[config.mk]
export PLATFORM = sky130hd
export DESIGN_NAME = sync_length_tail_deframer
export DESIGN_NICKNAME = d
export VERILOG_FILES = /design/src/sltd_pkg.sv /design/src/sltd_cfg.sv /design/src/sltd_core.sv /design/src/sync_length_tail_deframer.sv
export SDC_FILE = /design/constraint.sdc
export NUM_CORES = 1
export LEC_CHECK = 0
export ABC_AREA = 0
export BUFFER_PORTS_ARGS = -buffer_cell sky130_fd_sc_hd__buf_2
export CAP_MARGIN = 15
export CORE_UTILIZATION = 30
export DETAILED_ROUTE_END_ITERATION = 8
export SYNTH_ARGS = -nofsm -noshare
export SYNTH_HDL_FRONTEND = slang
export SYNTH_SLANG_ARGS = --single-unit
[constraint.sdc]
create_clock -name i_clk -period 4.1 [get_ports i_clk]
set_clock_uncertainty 0.15 [all_clocks]
set_input_delay 0.41 -clock i_clk [delete_from_list [all_inputs] [get_ports i_clk]]
set_output_delay 0.41 -clock i_clk [all_outputs]
set_load 0.01 [all_outputs]
[src/sltd_pkg.sv]
package sltd_pkg;

    // result kinds
    localparam logic [1:0] KIND_PAYLOAD = 2'd0;
    localparam logic [1:0] KIND_ACCEPT  = 2'd1;
    localparam logic [1:0] KIND_REJECT  = 2'd2;

    // configuration register indexes
    localparam int unsigned CFG_IDX_BITS = 3;
    localparam logic [CFG_IDX_BITS-1:0] REG_SYNC_FIRST  = 3'd0;
    localparam logic [CFG_IDX_BITS-1:0] REG_SYNC_SECOND = 3'd1;
    localparam logic [CFG_IDX_BITS-1:0] REG_SYNC_THIRD  = 3'd2;
    localparam logic [CFG_IDX_BITS-1:0] REG_SYNC_FOURTH = 3'd3;
    localparam logic [CFG_IDX_BITS-1:0] REG_TRAILER     = 3'd4;
    localparam logic [CFG_IDX_BITS-1:0] REG_LIMIT       = 3'd5;
    localparam logic [CFG_IDX_BITS-1:0] REG_HEAD_INFO   = 3'd6;

    localparam int unsigned CFG_DATA_BITS = 16;
    localparam int unsigned FLEN_BITS     = 16;

    // configuration seen by the deframing core
    typedef struct packed {
        logic [7:0]  sync_first;
        logic [7:0]  sync_second;
        logic [7:0]  sync_third;
        logic [7:0]  sync_fourth;
        logic [7:0]  trailer;
        logic [15:0] limit;
        logic [7:0]  head_info;
    } t_cfg;

endpackage

[src/sltd_cfg.sv]
module sltd_cfg (
    input  logic                                i_clk,
    input  logic                                i_rst_n,
    input  logic                                i_cfg_wr_en,
    input  logic [sltd_pkg::CFG_IDX_BITS-1:0]   i_cfg_index,
    input  logic [sltd_pkg::CFG_DATA_BITS-1:0]  i_cfg_data,
    output sltd_pkg::t_cfg                      o_cfg
);

    sltd_pkg::t_cfg r_cfg;

    // register writes, unknown indexes ignored
    always_ff @(posedge i_clk) begin
        if (!i_rst_n) begin
            r_cfg.sync_first  <= 8'd0;
            r_cfg.sync_second <= 8'd0;
            r_cfg.sync_third  <= 8'd0;
            r_cfg.sync_fourth <= 8'd0;
            r_cfg.trailer     <= 8'd0;
            r_cfg.limit       <= 16'hFFFF;
            r_cfg.head_info   <= 8'd0;
        end else if (i_cfg_wr_en) begin
            case (i_cfg_index)
                sltd_pkg::REG_SYNC_FIRST:  r_cfg.sync_first  <= i_cfg_data[7:0];
                sltd_pkg::REG_SYNC_SECOND: r_cfg.sync_second <= i_cfg_data[7:0];
                sltd_pkg::REG_SYNC_THIRD:  r_cfg.sync_third  <= i_cfg_data[7:0];
                sltd_pkg::REG_SYNC_FOURTH: r_cfg.sync_fourth <= i_cfg_data[7:0];
                sltd_pkg::REG_TRAILER:     r_cfg.trailer     <= i_cfg_data[7:0];
                sltd_pkg::REG_LIMIT:       r_cfg.limit       <= i_cfg_data[15:0];
                sltd_pkg::REG_HEAD_INFO:   r_cfg.head_info   <= i_cfg_data[7:0];
                default: begin
                end
            endcase
        end
    end

    assign o_cfg = r_cfg;

endmodule

[src/sltd_core.sv]
module sltd_core #(
    parameter int unsigned LENGTH_BITS = 16
) (
    input  logic                              i_clk,
    input  logic                              i_rst_n,
    input  sltd_pkg::t_cfg                    i_cfg,
    input  logic                              i_in_valid,
    output logic                              o_in_stall,
    input  logic [7:0]                        i_data_byte,
    output logic                              o_out_valid,
    input  logic                              i_out_stall,
    output logic [1:0]                        o_kind,
    output logic [7:0]                        o_byte_value,
    output logic [sltd_pkg::FLEN_BITS-1:0]    o_frame_length
);

    localparam int unsigned BOUND_BITS = 18;

    // frame phase codes
    localparam logic [2:0] PH_SYNC0  = 3'd0;
    localparam logic [2:0] PH_SYNC1  = 3'd1;
    localparam logic [2:0] PH_SYNC2  = 3'd2;
    localparam logic [2:0] PH_SYNC3  = 3'd3;
    localparam logic [2:0] PH_LEN_LO = 3'd4;
    localparam logic [2:0] PH_LEN_HI = 3'd5;
    localparam logic [2:0] PH_BODY   = 3'd6;

    // input register
    logic       r_in_valid;
    logic [7:0] r_in_byte;

    // frame state
    logic [2:0]             r_phase, n_phase;
    logic [7:0]             r_len_lo, n_len_lo;
    logic [LENGTH_BITS-1:0] r_len, n_len;
    logic [LENGTH_BITS-1:0] r_last, n_last;
    logic [LENGTH_BITS-1:0] r_pay, n_pay;
    logic [LENGTH_BITS-1:0] r_count, n_count;

    // result register
    logic                          r_out_valid, n_out_valid;
    logic [1:0]                    r_kind, n_kind;
    logic [7:0]                    r_byte, n_byte;
    logic [sltd_pkg::FLEN_BITS-1:0] r_flen, n_flen;

    logic                   advance;
    logic                   step;
    logic [7:0]             want;
    logic [15:0]            len_full;
    logic [LENGTH_BITS-1:0] len_new;
    logic [BOUND_BITS-1:0]  len_wide;
    logic [BOUND_BITS-1:0]  hi_bound;
    logic [BOUND_BITS-1:0]  lo_bound;
    logic [BOUND_BITS-1:0]  pay_wide;

    // handshake: the result register frees when empty or being taken
    assign advance    = !r_out_valid || !i_out_stall;
    assign step       = r_in_valid && advance;
    assign o_in_stall = r_in_valid && !advance;

    always_ff @(posedge i_clk) begin
        if (!i_rst_n) begin
            r_in_valid <= 1'b0;
        end else if (!o_in_stall) begin
            r_in_valid <= i_in_valid;
        end
    end

    always_ff @(posedge i_clk) begin
        if (!o_in_stall) begin
            r_in_byte <= i_data_byte;
        end
    end

    // expected sync byte for the current phase
    always_comb begin
        case (r_phase)
            PH_SYNC0: want = i_cfg.sync_first;
            PH_SYNC1: want = i_cfg.sync_second;
            PH_SYNC2: want = i_cfg.sync_third;
            default:  want = i_cfg.sync_fourth;
        endcase
    end

    // length assembly and bounds
    assign len_full = {r_in_byte, r_len_lo};
    assign len_new  = len_full[LENGTH_BITS-1:0];
    assign len_wide = BOUND_BITS'(len_new);
    assign hi_bound = BOUND_BITS'(i_cfg.limit) + BOUND_BITS'(1) + BOUND_BITS'(i_cfg.head_info);
    assign lo_bound = BOUND_BITS'(i_cfg.head_info) + BOUND_BITS'(1);
    assign pay_wide = len_wide - BOUND_BITS'(1) - BOUND_BITS'(i_cfg.head_info);

    // one deframing step
    always_comb begin
        n_phase     = r_phase;
        n_len_lo    = r_len_lo;
        n_len       = r_len;
        n_last      = r_last;
        n_pay       = r_pay;
        n_count     = r_count;
        n_out_valid = r_out_valid && i_out_stall;
        n_kind      = r_kind;
        n_byte      = r_byte;
        n_flen      = r_flen;
        if (step) begin
            n_out_valid = 1'b0;
            case (r_phase)
                PH_SYNC0, PH_SYNC1, PH_SYNC2, PH_SYNC3: begin
                    n_phase = (r_in_byte == want) ? r_phase + 3'd1 : PH_SYNC0;
                end
                PH_LEN_LO: begin
                    n_len_lo = r_in_byte;
                    n_phase  = PH_LEN_HI;
                end
                PH_LEN_HI: begin
                    n_len   = len_new;
                    n_last  = len_new - LENGTH_BITS'(1);
                    n_pay   = pay_wide[LENGTH_BITS-1:0];
                    n_count = '0;
                    if (len_wide > hi_bound || len_wide < lo_bound) begin
                        n_phase = PH_SYNC0;
                    end else begin
                        n_phase = PH_BODY;
                    end
                end
                PH_BODY: begin
                    if (r_count == r_last) begin
                        // tail byte closes the frame
                        n_phase     = PH_SYNC0;
                        n_out_valid = 1'b1;
                        n_kind      = (r_in_byte == i_cfg.trailer) ? sltd_pkg::KIND_ACCEPT
                                                                   : sltd_pkg::KIND_REJECT;
                        n_byte      = 8'd0;
                        n_flen      = sltd_pkg::FLEN_BITS'(r_len);
                    end else begin
                        n_count = r_count + LENGTH_BITS'(1);
                        if (r_count < r_pay) begin
                            n_out_valid = 1'b1;
                            n_kind      = sltd_pkg::KIND_PAYLOAD;
                            n_byte      = r_in_byte;
                            n_flen      = '0;
                        end
                    end
                end
                default: begin
                    n_phase = PH_SYNC0;
                end
            endcase
        end
    end

    always_ff @(posedge i_clk) begin
        if (!i_rst_n) begin
            r_phase     <= PH_SYNC0;
            r_len       <= '0;
            r_out_valid <= 1'b0;
        end else begin
            r_phase     <= n_phase;
            r_len       <= n_len;
            r_out_valid <= n_out_valid;
        end
    end

    always_ff @(posedge i_clk) begin
        r_len_lo <= n_len_lo;
        r_last   <= n_last;
        r_pay    <= n_pay;
        r_count  <= n_count;
        r_kind   <= n_kind;
        r_byte   <= n_byte;
        r_flen   <= n_flen;
    end

    assign o_out_valid    = r_out_valid;
    assign o_kind         = r_kind;
    assign o_byte_value   = r_byte;
    assign o_frame_length = r_flen;

    // checks
    a_payload_no_len: assert property (@(posedge i_clk) disable iff (!i_rst_n)
        (r_out_valid && r_kind == sltd_pkg::KIND_PAYLOAD) |-> (r_flen == '0))
        else $error("payload item carries a frame length");

    a_marker_no_byte: assert property (@(posedge i_clk) disable iff (!i_rst_n)
        (r_out_valid && r_kind != sltd_pkg::KIND_PAYLOAD) |-> (r_byte == 8'd0))
        else $error("end marker carries a byte value");

    a_tail_rehunt: assert property (@(posedge i_clk) disable iff (!i_rst_n)
        (step && r_phase == PH_BODY && r_count == r_last) |=> (r_phase == PH_SYNC0))
        else $error("hunting not restarted after tail");

    a_body_bounds: assert property (@(posedge i_clk) disable iff (!i_rst_n)
        (r_phase == PH_BODY) |-> (r_pay <= r_last && r_count <= r_last))
        else $error("body counters out of range");

    a_no_loss: assert property (@(posedge i_clk) disable iff (!i_rst_n)
        (r_out_valid && i_out_stall) |=> r_out_valid)
        else $error("held result dropped");

endmodule

[src/sync_length_tail_deframer.sv]
// Byte-stream deframer: hunts for four configured sync bytes, reads a
// little-endian info length, forwards the leading payload bytes as they arrive
// and closes each frame whose length is in bounds with an accept or reject
// marker from the tail byte. One byte is taken every clock while o_in_stall
// is low. A byte accepted into the input register is handled by the deframing
// step, which puts its result in the result register. The step between the
// two registers sets that rate. A stall on the output holds the input side
// only while the result register is full and not being taken. The user must
// write configuration registers only while the block is idle; the block
// itself does not enforce this.
module sync_length_tail_deframer #(
    parameter int unsigned LENGTH_BITS = 16
) (
    input  logic                                i_clk,
    input  logic                                i_rst_n,
    input  logic                                i_cfg_wr_en,
    input  logic [sltd_pkg::CFG_IDX_BITS-1:0]   i_cfg_index,
    input  logic [sltd_pkg::CFG_DATA_BITS-1:0]  i_cfg_data,
    input  logic                                i_in_valid,
    output logic                                o_in_stall,
    input  logic [7:0]                          i_data_byte,
    output logic                                o_out_valid,
    input  logic                                i_out_stall,
    output logic [1:0]                          o_kind,
    output logic [7:0]                          o_byte_value,
    output logic [sltd_pkg::FLEN_BITS-1:0]      o_frame_length
);

    sltd_pkg::t_cfg cfg;

    // configuration registers
    sltd_cfg u_cfg (
        .i_clk       (i_clk),
        .i_rst_n     (i_rst_n),
        .i_cfg_wr_en (i_cfg_wr_en),
        .i_cfg_index (i_cfg_index),
        .i_cfg_data  (i_cfg_data),
        .o_cfg       (cfg)
    );

    // deframing pipeline
    sltd_core #(
        .LENGTH_BITS (LENGTH_BITS)
    ) u_core (
        .i_clk          (i_clk),
        .i_rst_n        (i_rst_n),
        .i_cfg          (cfg),
        .i_in_valid     (i_in_valid),
        .o_in_stall     (o_in_stall),
        .i_data_byte    (i_data_byte),
        .o_out_valid    (o_out_valid),
        .i_out_stall    (i_out_stall),
        .o_kind         (o_kind),
        .o_byte_value   (o_byte_value),
        .o_frame_length (o_frame_length)
    );

endmodule
[Yosys cells after proc, flatten, opt, wreduce, memory -nomap -nowiden]
Index checks and enable logic that the tools add are counted.
Storage, ports and cells
  bits in writable memories: 0
  memory bits (read-only): 0
  register bits after elaboration: 175
  input bits: 32
  word-level logic and storage cells: 89
  memories kept: 0
  output and inout port bits: 28
  latch bits: 0
Operators by class
  shifts and indexed selects: 0
  divide/modulo/power cells: 0
  add/subtract/negate cells: 8
  bitwise operators: 0
  reduce and logical (&&, ||, !) cells: 25
  $lt $le $gt $ge: 3
  muxes and demuxes: 17
  equal/unequal tests: 17
  $mul: 0
Operators with widths (number)
  2-to-1 mux 16 bit: 3
  case mux 16 bit (2 select lines): 1
  subtractor 16 x 1 -> 16 bit (second input constant): 2
  case mux 8 bit (3 select lines): 1
  AND reduction 2 bit: 10
  adder 18 x 8 -> 18 bit: 1
  equality test 3 bit (second input constant): 6
  greater-than comparator 16 x 18 -> 1 bit: 1
  < comparator 16 x 18 -> 1 bit: 1
  adder 16 x 1 -> 17 bit (second input constant): 1
  adder 16 x 1 -> 16 bit (second input constant): 1
  equality test 16 bit: 1
  equality test 8 bit: 2
  < comparator 16 bit: 1
  subtractor 16 x 8 -> 16 bit: 1
  equality test 3 x 2 -> 1 bit (second input constant): 4
  case mux 3 bit (4 select lines): 1
  adder 8 x 1 -> 9 bit (second input constant): 1
  2-to-1 mux 3 bit: 3
  2-to-1 mux 8 bit: 1
  equality test 3 x 1 -> 1 bit (second input constant): 2
  logical NOT 3 bit: 2
  2-to-1 mux 2 bit: 3
  AND reduction 3 bit: 2
  other kinds (9): 18

[Longest topological paths before layout]
Gate-level depths: netlist of run 1.
  depth in word-level cells: 6
  gate-level depth with buffers: 20
  gate-level depth less buffers: 19

[Modules after synthesis]
A second synthesis of run 1 with hierarchy kept.
Second synthesis, totals
  cells, all modules: 931
  area, all modules: 9502.9 um^2
Modules (own cells, without submodules)
  sltd_core: area an instance 7005.5 um^2, seq. area each 3123.0 um^2, times used 1, cells each 690
  sltd_cfg: area an instance 2497.4 um^2, seq. area each 1281.2 um^2, times used 1, cells each 241

[Worst setup path before layout of run 1]
OpenSTA, ideal clock, no wires.
  path type: flip-flop to flip-flop
  from: register u_core.r_count[2]
  to: register u_core.r_byte[0] (netlist: u_core.o_byte_value[0]), enable pin
  data arrival time: 3.653 ns
  path buffers: 2
  data required time: 3.503 ns
  setup time: 0.447 ns
  cell stages (with the launch flop): 8
  period minus slack after synthesis: 4.251 ns
  slack: -0.151 ns
  path through: edfxtp_1 -> clkbuf_1 -> xnor2_1 -> nand4_1 -> nor4_1 -> clkbuf_1 -> a211oi_1 -> nor3b_1
On the way
  longest elaborated chain between the ends: 3
  elaborated cells between the ends (all ways): 4
  those cells by class: 1 x order compare; 1 x eq/ne; 2 x reduce/logical
RTL lines
  from (decl): RTL line sltd_core.sv:38  | logic [LENGTH_BITS-1:0] r_count, n_count;
  from (signal assigned): RTL line sltd_core.sv:168  | r_count <= n_count;
  < comparator 16 bit / equality test 16 bit (equally long branches): RTL line sltd_core.sv:137, sltd_core.sv:127
  nonzero test 2 bit (no line) (*)
  AND reduction 3 bit (no line) (*)
  to (signal assigned): RTL line sltd_core.sv:170  | r_byte <= n_byte;
  to (decl): RTL line sltd_core.sv:43  | logic [7:0] r_byte, n_byte;
Every way passes the cells marked *; elsewhere a longest branch is shown, timed or not.
A chain may end at the register's enable or synchronous reset.

[Worst setup path in the final report of run 1]
  from: register u_cfg.r_cfg, in the netlist u_cfg.o_cfg[8]
  to: register u_core.r_phase[2]
On the way
  longest elaborated chain between the ends: 6
RTL lines
  from (decl): RTL line sltd_cfg.sv:10  | sltd_pkg::t_cfg r_cfg;
  adder 16 x 1 -> 17 bit: RTL line sltd_core.sv:89  | assign hi_bound = BOUND_BITS'(i_cfg.limit) + BOUND_BITS'(1) + BOUND_BITS'(i_cfg.head_info);
  adder 18 x 8 -> 18 bit: RTL line sltd_core.sv:89
  greater-than comparator 16 x 18 -> 1 bit: RTL line sltd_core.sv:120  | if (len_wide > hi_bound || len_wide < lo_bound) begin
  logical OR 1 bit: RTL line sltd_core.sv:120
  2-to-1 mux 3 bit: RTL line sltd_core.sv:120
  case mux 3 bit (4 select lines): RTL line sltd_core.sv:107  | case (r_phase)
  to (signal assigned): RTL line sltd_core.sv:158  | r_phase <= n_phase;
  to (decl): RTL line sltd_core.sv:33  | logic [2:0] r_phase, n_phase;
Every way passes these cells.

==> results of run 1 <==
cell usage after synthesis (7+ instances only):
master and instances:
dfxtp_1 85, nor2_1 43, xnor2_1 49, a21o_1 11, nand4_1 20, nand2_1 200, and2_1 17, clkbuf_1 34
nand3_1 42, and3_1 10, ha_1 65, nor4_1 13, nor3_1 20, a211oi_1 7, nand2b_1 9, a222oi_1 7
o21ai_0 23, xor2_1 43, or3_1 7, a21oi_1 84, inv_1 42, edfxtp_1 90, nor2b_1 18
logic make-up (layout without fill, tap and decap cells):
kind of cell	count (synthesis)	in the layout	share of synthesized area
multiplexers	1	1	0.00104
adder cells (fa/ha/maj)	67	67	0.0891
buffers and inverters	85	172	0.0351
XOR/XNOR	92	92	0.0841
AND/OR/NAND/NOR	418	418	0.206
AO/OA/AOI/OAI	185	185	0.125
flip-flops	175	175	0.460
stage by stage:
stage | cell area [um^2] | setup TNS [ps] | util | std cells
after detailed placement | 10400 | -63.0 | 0.331 | 1468
after floorplan | 9590 | 0 | - | 1023
after global placement | 10400 | 0 | 0.331 | 1468
after global routing | 11200 | -15.2 | 0.356 | 1512
after CTS | 11100 | 0 | 0.354 | 1509
final | 11200 | 0 | 0.356 | 1512
cell type report:
type                            instances  area (um^2)  share of cell area
Clock buffer                           18          450              0.0402
Tap cell                              402          503              0.0448
Sequential cell                       175         4420               0.394
Clock inverter                         14          195              0.0174
Inverter                               44          165              0.0147
Multi-Input combinational cell        763         4890               0.436
Timing Repair Buffer                   96          593              0.0529
sequential cells by signal, summed over array words and instances, names as in the netlist:
| signal | flops |
|---|---|
| u_core.o_frame_length | 16 |
| u_core.r_phase | 3 |
| u_core.r_in_byte | 8 |
| u_cfg.o_cfg | 64 |
| u_core.o_out_valid | 1 |
| u_core.r_count | 16 |
| u_core.o_kind | 2 |
| u_core.r_len | 16 |
| u_core.r_len_lo | 8 |
| u_core.r_last | 16 |
| u_core.o_byte_value | 8 |
| u_core.r_pay | 16 |
| u_core.r_in_valid | 1 |
cell usage in the layout (no fill, tap or decap), types with 4 or more instances in the layout:
master / count
nand2b_1: 9
nor3_1: 20
xor2_1: 43
ha_1: 63
o21ai_0: 21
and3_1: 10
o21a_1: 5
a21o_1: 11
and2_1: 16
edfxtp_1: 90
xnor2_1: 49
a222oi_1: 7
buf_2: 59
o211ai_1: 5
a31oi_1: 4
nand4_1: 20
buf_4: 29
clkinv_8: 7
inv_1: 41
dlygate4sd3_1: 8
dfxtp_1: 80
nand3b_1: 4
nor2b_1: 18
a211oi_1: 7
nand2_1: 200
a21oi_1: 84
nor4_1: 12
nor2_1: 43
or3_1: 7
clkbuf_16: 18
nand3_1: 42
power breakdown:
part	internal, W	switching [W]
Sequential	0.00185	0.0000347
Clock	0.000878	0.000845
Combinational	0.000179	0.000242
Total	0.00291	0.00112
repair_timing:
item,4_1_cts,5_1_grt
endpoints found under the hold margin,8,0
buffers inserted,1,3
setup endpoints to repair,2,2
gates resized for setup,1,15
pin swaps,1,7
hold buffers,8,0
path summary, 6_finish.rpt:
kind	startpoint	slack [ps]	endpoint
max reg2reg	u_cfg.o_cfg[8]$_SDFFE_PN1P_	250	u_core.r_phase[2]$_SDFFE_PN0P_
max	u_cfg.o_cfg[8]$_SDFFE_PN1P_	250	u_core.r_phase[2]$_SDFFE_PN0P_
min reg2reg	u_core.r_len[6]$_SDFFE_PN0P_	310	u_core.r_len[6]$_SDFFE_PN0P_
min	i_cfg_data[11]	30	u_cfg.o_cfg[19]$_SDFFE_PN1P_
tightest hold or removal path, stage by stage:
cell and delay [ps]:
buf_2 70, nand2_1 40, nand3_1 60
per-layer routing:
metal | up-vias | GRT usage | routed length, um
met2 | 278 | 0.261 | 11900
met5 | - | 0 | 0
met4 | 0 | 0.0444 | 424
met3 | 32 | 0.0272 | 1710
met1 | 3668 | 0.214 | 11600
li1 | 3773 | - | -
==> results_dict.tcl, run 1 <==
set metrics [dict create \
    status "complete, no violations" \
    path_max_fanout 6 \
    pre_cts_ws_ps -44.0 \
    drc_errors 0 \
    ir_drop_mv 0.316 \
    htree_num_levels 4 \
    synth_nets 1122 \
    whs_path_depth 3 \
    cts_tree "yes" \
    viasPerCell 5.13 \
    seq_area_frac_synth 0.460 \
    syn_to_final_growth_pct 17.1 \
    slowest_stage "dfxtp_4" \
    postRouteAntennaNets 0 \
    coreArea_um2 31500 \
    crit_chain "ha_4, nand3_1, xnor2_1, ha_2, nand3_1, o211ai_1, o311a_1, o21ai_1, buf_4, nand2b_1, nand2_1, o21ai_0, ha_1, a211oi_1, nor2_1, o21ai_1, nand2b_1, a221oi_2, o31ai_1, a31oi_1" \
    cp.required_ps 4320 \
    io_buffers 59 \
    slew_headroom 0.343 \
    crit_path_end_kind "register" \
    finalSetupViolCount 0 \
    first_iter_violations 706 \
    worst_skew_pair.late_latency_ps 450 \
    vias 7751 \
    async_flop_share 0 \
    setup_ws_ps 249 \
    finalCritPeriodShare 0.939 \
    startpoint_type "register" \
    hold_viol 0 \
    synth_top_area_frac 0.282 \
    die_y_um 181 \
    critPathArrivalTime_ps 4070 \
    ys_ff_latch 175 \
    critical_path_class "reg -> reg" \
    p_per_area_nw_per_um2 359 \
    crit_family "compound AO/OA/AOI/OAI gates" \
    clkTransAtPathRegs_ps 80 \
    r2r_cells 20 \
    cp_slowest_stage_delay_ps 390 \
    synth_area_leaders "edfxtp_1, dfxtp_1, ha_1, nand2_1, xnor2_1" \
    ys_warn_count 0 \
    drv_slew 0 \
    gr-total-overflow 0 \
    hold-worst-slack_ps 25.5 \
    crit_cells 20 \
    grt_max_degree 66 \
    syn_inst 1023 \
    grt_pass1_vias 7321 \
    cellLeakagePower_nw 4.18 \
    gp_congestion 0.891 \
    synth_cell_type_count 68 \
    min_path_type "in -> reg" \
    totalPowerFinal_w 0.00403 \
    synth_ff_type "edfxtp_1" \
    fin_nets 1196 \
    drv_cap 0 \
    synth.avg_cell_area_um2 9.37 \
    grt_pass1_wl_um 40200 \
    wl_per_cell_um 17.0 \
    ios 60 \
    n_fill_cell 3136 \
    cts.sinks 175 \
    clock_tree.buffer_depth 2 \
    drive_above_1_share 0.128 \
    start_util 0.304 \
    row_count 65 \
    synth_top_area_cell "edfxtp_1" \
    fin_crit_ps 3850 \
    dp_hpwl_um 18300 \
    cp.buffers_inverters 1 \
    timing.fmax_mhz 260 \
    antenna_found_initial 0 \
    synth_edf_count 90 \
    cts_buffers 17 \
    drt_wl_total_um 25700 \
    clock-root-buffer "clkbuf_16" \
    firstDrtPassIters 8 \
    dieArea_um2 32700 \
    tightest_slew_ps 978 \
    syn_area_um2 9580 \
    die_w_um 181 \
    antennaDiodeCount 0 \
    grt_usage 0.159 \
]
(Power assumes the default switching activity.)
==> inputs of run 2 (changes only) <==
--- a/config.mk
+++ b/config.mk
@@ -8,6 +8,7 @@
 export ABC_AREA = 0
 export BUFFER_PORTS_ARGS = -buffer_cell sky130_fd_sc_hd__buf_2
 export CAP_MARGIN = 15
+export CORE_MARGIN = 2
 export CORE_UTILIZATION = 30
 export DETAILED_ROUTE_END_ITERATION = 8
 export SYNTH_ARGS = -nofsm -noshare
==> results_dict.tcl, run 2 (synthesis gave the netlist of run 1 again) <==
set metrics [dict create \
    coreArea_um2 31500 \
    dp_hpwl_um 18300 \
    drt_wl_total_um 25600 \
    drv_cap 0 \
    clock-root-buffer "clkbuf_16" \
    grt_max_degree 66 \
    p_per_area_nw_per_um2 354 \
    fin_cells 1506 \
    fin_nets 1190 \
    cts_tree "yes" \
    clkTransAtPathRegs_ps 70 \
    viasPerCell 5.07 \
    ir_drop_mv 0.257 \
    crit_path_end_kind "register" \
    finalCritPeriodShare 0.953 \
    syn_to_final_growth_pct 16.0 \
    cp.required_ps 4310 \
    gr-total-overflow 0 \
    finalSetupViolCount 0 \
    htree_num_levels 4 \
    min_path_type "in -> reg" \
    firstDrtPassIters 5 \
    status "complete, no violations" \
    placed_cells 1465 \
    final_common_cell "nand2_1" \
    whs_path_depth 3 \
    wl_per_cell_um 17.0 \
    cts_buffers 17 \
    timing.fmax_mhz 256 \
    grt_pass1_vias 7311 \
    clock_tree.buffer_depth 2 \
    drive_above_1_share 0.119 \
    pre_cts_ws_ps -13.8 \
    hold_viol 0 \
    critical_path_class "reg -> reg" \
    die_w_um 183 \
    grt_usage 0.156 \
    wl_met2_um 11900 \
    io_buffers 59 \
    die_y_um 183 \
    mostFrequentLayoutCells "nand2_1, edfxtp_1, a21oi_1" \
    tightest_slew_ps 984 \
    dieArea_um2 33400 \
    drv_slew 0 \
    antennaDiodeCount 0 \
    path_max_fanout 6 \
    routed-wl-met3_um 1460 \
    setup_ws_ps 193 \
    antenna_found_initial 0 \
    cts.sinks 175 \
    grt_pass1_wl_um 40200 \
    highest_layer "met4" \
    worst_skew_pair.late_latency_ps 440 \
    startpoint_type "register" \
    start_util 0.304 \
    drc_errors 0 \
    vias 7640 \
    largest_register_ffs 64 \
    slew_headroom 0.339 \
    row_count 65 \
    critPathArrivalTime_ps 4110 \
    postRouteAntennaNets 0 \
    wl_met1_um 11900 \
    r2r_cells 20 \
    first_iter_violations 545 \
    final_util 0.353 \
    hold-worst-slack_ps 30.5 \
    gp_congestion 0.886 \
    cellLeakagePower_nw 4.14 \
    fin_crit_ps 3910 \
    ios 60 \
]
==> run 2: cell count changes in the layout (fill, tap and decap cells not counted), moves of 2 or more <==
cell,before,now
clkinv_8,7,1
dfxtp_1,80,82
dfxtp_2,3,1
inv_12,2,0
inv_8,2,4
buf_4,29,23
==> run 2: critical path: stages, from the launching register on <==
cell	delay [ps]
dfxtp_4	380
ha_4	170
nand3_1	100
xnor2_1	140
ha_1	380
nand3_1	100
o211ai_1	250
o311a_1	200
o21ai_0	70
buf_4	180
nand2b_1	130
nand2_1	70
o21ai_0	90
ha_1	320
a211oi_2	250
nor2_1	70
o21ai_1	120
nand2b_1	80
a221oi_2	290
o31ai_1	130
a31oi_1	130
==> run 2: final cells by class <==
type,instances,area [um^2]
Fill cell,3185,20400
Timing Repair Buffer,90,548
Clock inverter,12,110
Multi-Input combinational cell,763,4880
Clock buffer,20,489
Inverter,44,165
Sequential cell,175,4410
Tap cell,402,503
==> run 2: final timing paths <==
path	start	end	slack (ps)
max	u_cfg.o_cfg[8]$_SDFFE_PN1P_	u_core.r_phase[2]$_SDFFE_PN0P_	190
min	i_cfg_data[11]	u_cfg.o_cfg[19]$_SDFFE_PN1P_	30
max reg2reg	u_cfg.o_cfg[8]$_SDFFE_PN1P_	u_core.r_phase[2]$_SDFFE_PN0P_	190
min reg2reg	u_core.r_len[10]$_SDFFE_PN0P_	u_core.r_len[10]$_SDFFE_PN0P_	300
==> run 2: what timing repair did <==
item,CTS,global route
endpoints found under the setup margin,2,2
hold buffers,7,1
pin swaps,1,4
setup buffers,1,0
hold endpoints to repair,7,1
resized for setup,1,10
==> run 2: where the power goes <==
| group | total, W | switching, W | internal (W) |
|---|---|---|---|
| clock network | 0.00165 | 0.000761 | 0.000891 |
| logic | 0.000400 | 0.000232 | 0.000168 |
| registers | 0.00188 | 0.0000345 | 0.00185 |
| total | 0.00394 | 0.00103 | 0.00291 |
==> run 2: metrics by stage <==
| stage | cell area [um^2] | TNS, ps | power (W) |
|---|---|---|---|
| 6_report | 11100 | 0 | 0.00394 |
| 4_1_cts | 11100 | 0 | 0.00395 |
| 3_3_place_gp | 10400 | 0 | 0.00230 |
| 2_1_floorplan | 9590 | 0 | 0.00218 |
| 3_5_place_dp | 10400 | -13.8 | 0.00230 |
| 5_1_grt | 11100 | -146 | 0.00408 |
==> run 2: layer usage <==
layer | track usage | vias to the layer above
met4 | 0.0426 | 0
met2 | 0.257 | 231
met3 | 0.0287 | 23
met5 | 0 | -
li1 | - | 3763
met1 | 0.208 | 3623
